==> config.mk <==
export PLATFORM = sky130hd
export DESIGN_NAME = vp9_codec_feature_tlv_parser_core
export DESIGN_NICKNAME = d
export VERILOG_FILES = /design/src/vp9tlv_pkg.sv /design/src/vp9tlv_step.sv /design/src/vp9tlv_out_reg.sv /design/src/vp9_codec_feature_tlv_parser_core.sv
export SDC_FILE = /design/constraint.sdc
export NUM_CORES = 1
export LEC_CHECK = 0
export BUFFER_PORTS_ARGS = -buffer_cell sky130_fd_sc_hd__buf_4
export CAP_MARGIN = 25
export CORE_MARGIN = 2
export CORE_UTILIZATION = 63
export DETAILED_ROUTE_END_ITERATION = 7
export PLACE_DENSITY_LB_ADDON = 0.25
export SYNTH_ARGS = -nofsm -noshare
export SYNTH_HDL_FRONTEND = slang
export SYNTH_SLANG_ARGS = --single-unit
==> constraint.sdc <==
create_clock -name aclk -period 5.7 [get_ports aclk]
set_input_delay 0.57 -clock aclk [delete_from_list [all_inputs] [get_ports aclk]]
set_output_delay 0.57 -clock aclk [all_outputs]
set_load 0.02 [all_outputs]
==> src/vp9tlv_pkg.sv <==
// Types and constants shared by the VP9 feature record parser.
// No dependencies; used by vp9tlv_step, vp9tlv_out_reg and the top level.
package vp9tlv_pkg;

    localparam logic [7:0] FEATURE_PROFILE           = 8'd1;
    localparam logic [7:0] FEATURE_LEVEL             = 8'd2;
    localparam logic [7:0] FEATURE_BIT_DEPTH         = 8'd3;
    localparam logic [7:0] FEATURE_CHROMA_SUBSAMPLING = 8'd4;

    localparam int NUM_FIELDS = 4;
    localparam int OUT_BITS   = 37;
    localparam int OUT_BYTES  = (OUT_BITS + 7) / 8;
    localparam int OUT_WIDTH  = OUT_BYTES * 8;

    typedef enum logic [3:0] {
        PH_ID    = 4'b0001,
        PH_SIZE  = 4'b0010,
        PH_VALUE = 4'b0100,
        PH_SKIP  = 4'b1000
    } phase_t;

    // Per-record parse state, cleared at the end of every record
    typedef struct packed {
        phase_t     phase;
        logic [7:0] entry_id;
        logic [7:0] bytes_to_skip;
        logic       failed;
    } parse_state_t;

    // Stored features, kept across records until reset
    typedef struct packed {
        logic [NUM_FIELDS-1:0][7:0] values;
        logic [NUM_FIELDS-1:0]      present;
    } fields_t;

    typedef struct packed {
        logic    status;
        fields_t fields;
    } result_t;

    localparam parse_state_t STATE_CLEAR = '{
        phase:         PH_ID,
        entry_id:      8'd0,
        bytes_to_skip: 8'd0,
        failed:        1'b0
    };

endpackage

==> src/vp9tlv_step.sv <==
// Next-state logic of the feature record parser for one record byte.
// Depends on vp9tlv_pkg for the state, field and result types.
module vp9tlv_step (
    input  vp9tlv_pkg::parse_state_t state_cur,
    input  vp9tlv_pkg::fields_t      fields_cur,
    input  logic [7:0]               record_byte,
    input  logic                     last_byte,
    output vp9tlv_pkg::parse_state_t state_next,
    output vp9tlv_pkg::fields_t      fields_next,
    output vp9tlv_pkg::result_t      result
);

    vp9tlv_pkg::parse_state_t upd;
    logic                     known;
    logic [1:0]               field_idx;
    logic [7:0]               skip_dec;

    assign known = (state_cur.entry_id >= vp9tlv_pkg::FEATURE_PROFILE) &&
                   (state_cur.entry_id <= vp9tlv_pkg::FEATURE_CHROMA_SUBSAMPLING);
    assign field_idx = state_cur.entry_id[1:0] - 2'd1;
    assign skip_dec  = state_cur.bytes_to_skip - 8'd1;

    always_comb begin
        upd         = state_cur;
        fields_next = fields_cur;
        if (!state_cur.failed) begin
            case (state_cur.phase)
                vp9tlv_pkg::PH_ID: begin
                    upd.entry_id = record_byte;
                    upd.phase    = vp9tlv_pkg::PH_SIZE;
                end
                vp9tlv_pkg::PH_SIZE: begin
                    if (known) begin
                        if (record_byte != 8'd1) begin
                            upd.failed = 1'b1;
                        end else begin
                            upd.phase = vp9tlv_pkg::PH_VALUE;
                        end
                    end else begin
                        upd.bytes_to_skip = record_byte;
                        upd.phase = (record_byte == 8'd0) ? vp9tlv_pkg::PH_ID
                                                          : vp9tlv_pkg::PH_SKIP;
                    end
                end
                vp9tlv_pkg::PH_VALUE: begin
                    fields_next.values[field_idx]  = record_byte;
                    fields_next.present[field_idx] = 1'b1;
                    upd.phase = vp9tlv_pkg::PH_ID;
                end
                vp9tlv_pkg::PH_SKIP: begin
                    upd.bytes_to_skip = skip_dec;
                    if (skip_dec == 8'd0) begin
                        upd.phase = vp9tlv_pkg::PH_ID;
                    end
                end
                default: begin
                    upd = state_cur;
                end
            endcase
        end
    end

    // Status sees the state after this byte; a last byte starts a fresh record
    assign result.status = upd.failed || (upd.phase != vp9tlv_pkg::PH_ID);
    assign result.fields = fields_next;
    assign state_next    = last_byte ? vp9tlv_pkg::STATE_CLEAR : upd;

endmodule

==> src/vp9tlv_out_reg.sv <==
// Result register of the parser: holds one packed result beat until taken.
// Depends on vp9tlv_pkg for the result type and the output width.
module vp9tlv_out_reg (
    input  logic                               aclk,
    input  logic                               aresetn,
    input  logic                               load,
    input  vp9tlv_pkg::result_t                result,
    output logic                               slot_free,
    output logic                               m_tvalid,
    input  logic                               m_tready,
    output logic [vp9tlv_pkg::OUT_WIDTH-1:0]   m_tdata
);

    logic                                 valid_reg;
    logic                                 valid_next;
    logic [vp9tlv_pkg::OUT_WIDTH-1:0]     data_reg;
    logic [vp9tlv_pkg::OUT_BITS-1:0]      packed_res;

    // Pack from the lowest bit: status, then value and present flag per field
    always_comb begin
        packed_res[0] = result.status;
        for (int i = 0; i < vp9tlv_pkg::NUM_FIELDS; i++) begin
            packed_res[1 + 9*i +: 8] = result.fields.values[i];
            packed_res[9 + 9*i]      = result.fields.present[i];
        end
    end

    assign slot_free  = !valid_reg || m_tready;
    assign valid_next = load || (valid_reg && !m_tready);

    always_ff @(posedge aclk) begin
        if (!aresetn) begin
            valid_reg <= 1'b0;
        end else begin
            valid_reg <= valid_next;
        end
    end

    always_ff @(posedge aclk) begin
        if (load) begin
            data_reg <= {{(vp9tlv_pkg::OUT_WIDTH - vp9tlv_pkg::OUT_BITS){1'b0}}, packed_res};
        end
    end

    assign m_tvalid = valid_reg;
    assign m_tdata  = data_reg;

endmodule

==> src/vp9_codec_feature_tlv_parser_core.sv <==
// Top level of the VP9 codec-private feature record parser.
// Depends on vp9tlv_pkg, vp9tlv_step and vp9tlv_out_reg.
//
//  channel  | direction | ports                        | payload
//  ---------+-----------+------------------------------+------------------------------
//  s_       | in        | s_tvalid s_tready s_tdata    | record_byte in tdata, last_byte
//           |           | s_tlast                      | as tlast
//  m_       | out       | m_tvalid m_tready m_tdata    | status and the four stored
//           |           |                              | features, one beat per record
//
// Cycles: one record byte per cycle while no last byte waits for the result register.
// A byte lands in the input register and is parsed by the step logic from there; if
// it is the last byte, its result beat goes into the result register and out on m_.
// Reset: aresetn, synchronous active low, clears the parse state, the stored
// features and both valid flags. Stalls: only a last byte waits for the result
// register; other bytes advance while a result beat is still pending on m_.
module vp9_codec_feature_tlv_parser_core (
    input  logic                             aclk,
    input  logic                             aresetn,
    input  logic                             s_tvalid,
    output logic                             s_tready,
    input  logic [7:0]                       s_tdata,   // [7:0] record_byte
    input  logic                             s_tlast,   // last_byte
    output logic                             m_tvalid,
    input  logic                             m_tready,
    // [0] status, [8:1] profile_value, [9] profile_present, [17:10] level_value,
    // [18] level_present, [26:19] depth_value, [27] depth_present,
    // [35:28] subsampling_value, [36] subsampling_present, [39:37] zero
    output logic [vp9tlv_pkg::OUT_WIDTH-1:0] m_tdata
);

    // Input register
    logic       in_valid_reg;
    logic       in_valid_next;
    logic [7:0] in_byte_reg;
    logic       in_last_reg;

    // Parser state
    vp9tlv_pkg::parse_state_t state_reg;
    vp9tlv_pkg::parse_state_t state_next;
    vp9tlv_pkg::fields_t      fields_reg;
    vp9tlv_pkg::fields_t      fields_next;
    vp9tlv_pkg::result_t      result;

    logic slot_free;
    logic fire;
    logic s_beat;

    // Advance the held byte unless it is a last byte and the result slot is busy
    assign fire     = in_valid_reg && (!in_last_reg || slot_free);
    assign s_tready = !in_valid_reg || fire;
    assign s_beat   = s_tvalid && s_tready;

    assign in_valid_next = s_beat || (in_valid_reg && !fire);

    always_ff @(posedge aclk) begin
        if (!aresetn) begin
            in_valid_reg <= 1'b0;
        end else begin
            in_valid_reg <= in_valid_next;
        end
    end

    always_ff @(posedge aclk) begin
        if (s_beat) begin
            in_byte_reg <= s_tdata;
            in_last_reg <= s_tlast;
        end
    end

    vp9tlv_step u_step (
        .state_cur   (state_reg),
        .fields_cur  (fields_reg),
        .record_byte (in_byte_reg),
        .last_byte   (in_last_reg),
        .state_next  (state_next),
        .fields_next (fields_next),
        .result      (result)
    );

    // Commit parse state and stored features only when the byte is consumed
    always_ff @(posedge aclk) begin
        if (!aresetn) begin
            state_reg  <= vp9tlv_pkg::STATE_CLEAR;
            fields_reg <= '0;
        end else if (fire) begin
            state_reg  <= state_next;
            fields_reg <= fields_next;
        end
    end

    vp9tlv_out_reg u_out_reg (
        .aclk      (aclk),
        .aresetn   (aresetn),
        .load      (fire && in_last_reg),
        .result    (result),
        .slot_free (slot_free),
        .m_tvalid  (m_tvalid),
        .m_tready  (m_tready),
        .m_tdata   (m_tdata)
    );

endmodule

==> results.yml, run 1 <==
outcome:
  status: "complete, no violations"
grt:
  antenna_found_initial: 0
  overflow: 0
  grt_first_pass_wirelength_um: 15200
  grt_pass1_vias: 3139
  grtUsageTotal_pct: 23.4
  grt_start_max_net_pins: 59
synthesis:
  synthCells: 424
  synth-seq-area-share_pct: 53.6
  synth_area_per_cell_sq_um: 11.3
  netlist.area_leader.share_pct: 28.9
  synth.distinct_cells: 58
  async_flop_share_pct: 0
  synth_area_leader_cell: "edfxtp_1"
  synth_edf_count: 46
  ys_seq_elements: 105
  synthesis.area_sq_um: 4780
  yosysWarnings: 0
  synth_area_leaders: "edfxtp_1, dfxtp_1, mux2_2"
  synth_ff_type: "dfxtp_1"
drt:
  avgRoutedWirePerCell_um: 16.7
  vias: 3292
  drcViolationCount: 0
  first_iter_violations: 240
  firstDrtPassIters: 5
  routed_wl_um: 9330
  ant_nets: 0
  vias_per_cell: 5.90
placement:
  io_buffers: 51
  place_congestion: 0.907
  hpwl_um: 5990
power_and_ir_drop:
  p_leak_nw: 1.84
  peakVddDrop_mv: 0.157
  power_density_nw_per_um2: 252
sta:
  slew_viol_final: 0
  slew_headroom_pct: 23.5
  setup_viol: 0
  rsz0062_at_grt: "no"
  worst_pin_slew_ps: 1130
  skew_ps: 9.32
  min_period_over_period_pct: 55.9
  hold_slack_ps: 376
  hold_violations: 0
  tns_ps: 0
  min_period_ps: 3190
  fmax_ghz: 0.314
clocking:
  postCtsResizedCells: 0
  h-tree-depth: 3
  ctsHoldBuffers: 0
  cts.sinks: 105
  clk_pin_slew_worst_paths_ps: 100
  clk_path_buf_depth: 2
  clock_latency_ps: 360
  cts_made_buffers: 9
  root_buffer: "clkbuf_8"
  cts_tree: "done"
  cts_setup_buffers: 0
worst_setup_path:
  crit-reg2reg-launch: "state_reg[19]"
  end_kind: "flop"
  critPathLaunchType: "flop"
  cp.required_ps: 5960
  r2r_slack_ps: 2510
  cp_max_fo: 11
  worstSetupPathType: "flop to flop"
  arrival_ps: 3450
  ff2ff_path_depth: 5
  r2r_end: "fields_reg[22]"
final_layout:
  layout_common_cells: "dfxtp_1, buf_4, edfxtp_1"
  n_antenna_cell: 0
  final_common_cell: "dfxtp_1"
  final_util_pct: 72.7
  multi_input_area_sq_um: 2030
  syn2layout_area_growth_pct: 10.8
  drive_above_1_share_pct: 23.5
  num-fill-cells: 536
  final_nets: 469
  seqCellArea_sq_um: 2560
  largest_reg_flops: 37
floorplan:
  die_y_um: 91.1
  core_sq_um: 7290
  initial_core_util_pct: 65.6
  ios: 55
  die_x_um: 91.1
  dieArea_sq_um: 8300
  num_rows: 31
hold_path:
  worstHoldStart: "s_tdata[5]"
  whs_endpoint: "in_byte_reg[5]"
  hp-class: "input port to flop"
  whs_path_depth: 1
run:
  cap_violations: 0
-- power by group --
| group | internal, W | switching, W |
|---|---|---|
| Sequential | 0.000799 | 0.0000260 |
| Combinational | 0.0000408 | 0.0000571 |
| Clock | 0.000160 | 0.000251 |
-- worst max path at each step --
stage | from | endpoint | slack [ps]
floorplan | m_tready | state_reg[8] | 3230
global placement | state_reg[19] | fields_reg[26] | 2720
detailed placement | state_reg[19] | fields_reg[22] | 2490
CTS | state_reg[19] | fields_reg[22] | 2480
global route | state_reg[19] | fields_reg[20] | 2290
finish | state_reg[19] | fields_reg[22] | 2510
-- synthesized netlist by cell type, drive strengths merged, types with 5 or more instances --
master and n:
dfxtp 59, edfxtp 46, nand2 40, mux2 32
nor2b 28, mux2i 25, a21boi 21, buf 21
nand3 19, clkbuf 14, o21ai 14, nor2 10
nor3 8, a21oi 6, inv 6, nand3b 6
and2 5, nor4b 5, o21a 5
-- per-layer routing --
layer	GRT usage, %	vias to the layer above	part of all wire, %
li1	-	1586	-
met3	4.98	21	5.8
met4	10.1	0	2.5
met1	30.8	1554	44
met5	0	-	0
met2	37.7	131	48
-- layout make-up --
cell class,count,area share (%)
sequential,105,48.3
multi-input combinational,280,38.3
timing repair buffer,52,7.37
clock buffer,10,2.41
tap,99,2.34
clock inverter,6,0.826
inverter,6,0.425
-- per-stage QoR --
stage | cell area (sq um) | cells | power [W] | worst slack (ps)
after CTS | 5300 | 558 | 0.00134 | 2480
after global placement | 5130 | 542 | 0.000935 | 2720
final | 5300 | 558 | 0.00133 | 2510
after floorplan | 4790 | 426 | 0.000904 | 3230
after global routing | 5300 | 558 | 0.00139 | 2290
after detailed placement | 5130 | 542 | 0.000939 | 2490
-- cells by family after synthesis --
kind of cell / Yosys count / synth area share, %
flops: 105 / 53.6
xor+xnor: 4 / 0.733
buf+inv: 41 / 4.13
simple gates: 146 / 17.9
other cells: 1 / 0.0784
mux: 57 / 12.8
fa+ha+maj: 2 / 0.523
compound gates: 68 / 10.3
-- critical path: stages, from the launching register on --
cell,delay (ps)
dfxtp_1,550
or4b_1,650
nand4bb_1,610
nor2b_1,930
mux2i_1,280
nor2b_1,70
Note: power is estimated with default switching activity, not from simulation.
==> inputs of run 2 (changes only) <==
- CORE_UTILIZATION: 63 -> 52
- clock period: 5.7 -> 2.9 ns (I/O delays scaled with it)
==> results.yml, run 2 (synthesized netlist as in run 1, its figures left out) <==
final_layout:
  final_common_cell: "buf_4"
  largest_reg_flops: 37
  syn2layout_area_growth_pct: 14.5
  finalNonFillerCells: 582
  final_nets: 484
  layout_common_cells: "buf_4, dfxtp_1, edfxtp_1"
  drive_above_1_share_pct: 25.9
  final_area_sq_um: 5480
  num-fill-cells: 721
  n_antenna_cell: 0
clocking:
  root_buffer: "clkbuf_8"
  postCtsResizedCells: 0
  cts.sinks: 105
  ctsHoldBuffers: 0
  clock_latency_ps: 370
  h-tree-depth: 3
  cts_made_buffers: 9
  cts_setup_buffers: 0
  cts_tree: "done"
  clk_path_buf_depth: 2
  clk_pin_slew_worst_paths_ps: 100
floorplan:
  die_y_um: 99.9
  num_rows: 34
  initial_core_util_pct: 54.3
  die_x_um: 99.9
  ios: 55
  core_sq_um: 8810
  dieArea_sq_um: 9980
sta:
  slew_viol_final: 0
  skew_ps: 10.2
  min_period_ps: 2440
  min_period_over_period_pct: 84.2
  tns_ps: 0
  hold_violations: 0
  slew_headroom_pct: 59.8
  setup_viol: 0
  fmax_ghz: 0.410
  setup_slack_ps: 459
  worst_pin_slew_ps: 598
  rsz0062_at_grt: "no"
power_and_ir_drop:
  peakVddDrop_mv: 0.279
  p_leak_nw: 1.95
  power_density_nw_per_um2: 517
worst_setup_path:
  cp_max_fo: 11
  cp.required_ps: 3160
  end_kind: "flop"
  arrival_ps: 2700
  critPathLaunchType: "flop"
  worstSetupPathType: "flop to flop"
drt:
  ant_nets: 0
  routed_wl_um: 9470
  vias_per_cell: 5.68
  drcViolationCount: 0
  first_iter_violations: 211
  vias: 3306
  avgRoutedWirePerCell_um: 16.3
  firstDrtPassIters: 4
placement:
  dpl.cell_count: 566
  io_buffers: 51
  dp_slack_ps: 516
  place_congestion: 0.834
  dpl-instance-area_sq_um: 5250
  hpwl_um: 5920
grt:
  antenna_found_initial: 0
  overflow: 0
  grt_pass1_vias: 3220
  grt_start_max_net_pins: 59
  grtUsageTotal_pct: 20.1
  grt_first_pass_wirelength_um: 15800
hold_path:
  hp-class: "input port to flop"
run:
  cap_violations: 0
outcome:
  status: "complete, no violations"
[run 2: cell types whose count changed in the layout (fill, tap and decap cells not counted)]
cell	change
buf_4	+15
clkinvlp_4	-3
bufinv_16	+2
clkinv_2	-2
clkinv_4	+2
clkbuf_1	-1
clkinv_1	+1
inv_6	+1
[run 2: final timing paths]
kind	start	end	slack, ps	depth (start not counted)
worst max-delay path	state_reg[19]	fields_reg[18]	460	5
worst min-delay path	s_tdata[7]	in_byte_reg[7]	90	1
worst max register to register	state_reg[19]	fields_reg[18]	460	5
worst min register to register	fields_reg[34]	fields_reg[34]	460	2
[run 2: critical path, stage by stage, from the launching register on]
cell,delay [ps]
dfxtp_1,550
or4b_1,660
nor4b_4,280
and2_1,500
mux2i_1,290
nor2b_1,60
[run 2: routing by layer]
metal	share of wire, %	global-route usage (%)	routed length (um)	up-vias
met5	0	0	0	-
met3	5.7	2.86	544	18
met2	48	32.1	4510	106
met4	2.1	9.59	201	0
met1	45	27.1	4220	1566
li1	-	-	-	1616
[run 2: area by class of cell]
| type | instances | area [sq um] | share of cell area [%] |
|---|---|---|---|
| flip-flops and latches | 105 | 2560 | 46.8 |
| multi-input cells | 280 | 2030 | 37.0 |
| repair buffers | 67 | 503 | 9.18 |
| well taps | 108 | 135 | 2.47 |
| clock buffers | 9 | 124 | 2.26 |
| clock inverters | 7 | 101 | 1.85 |
| inverters | 6 | 22.5 | 0.411 |
[run 2: where the power goes]
part | switching, W | total (W) | internal [W] | leakage, nW
Clock | 0.000516 | 0.00101 | 0.000496 | 0.113
Combinational | 0.000130 | 0.000218 | 0.0000880 | 0.952
Sequential | 0.0000334 | 0.00160 | 0.00157 | 0.887
[run 2: stage by stage]
stage / total power [W] / hold slack [ps] / util, %
after floorplan: 0.00178 / 389 / -
after global placement: 0.00185 / 439 / 59.6
after detailed placement: 0.00185 / 444 / 59.6
after CTS: 0.00285 / 76.7 / 62.2
after global routing: 0.00293 / 70.6 / 62.2
final: 0.00283 / 88.5 / 62.2
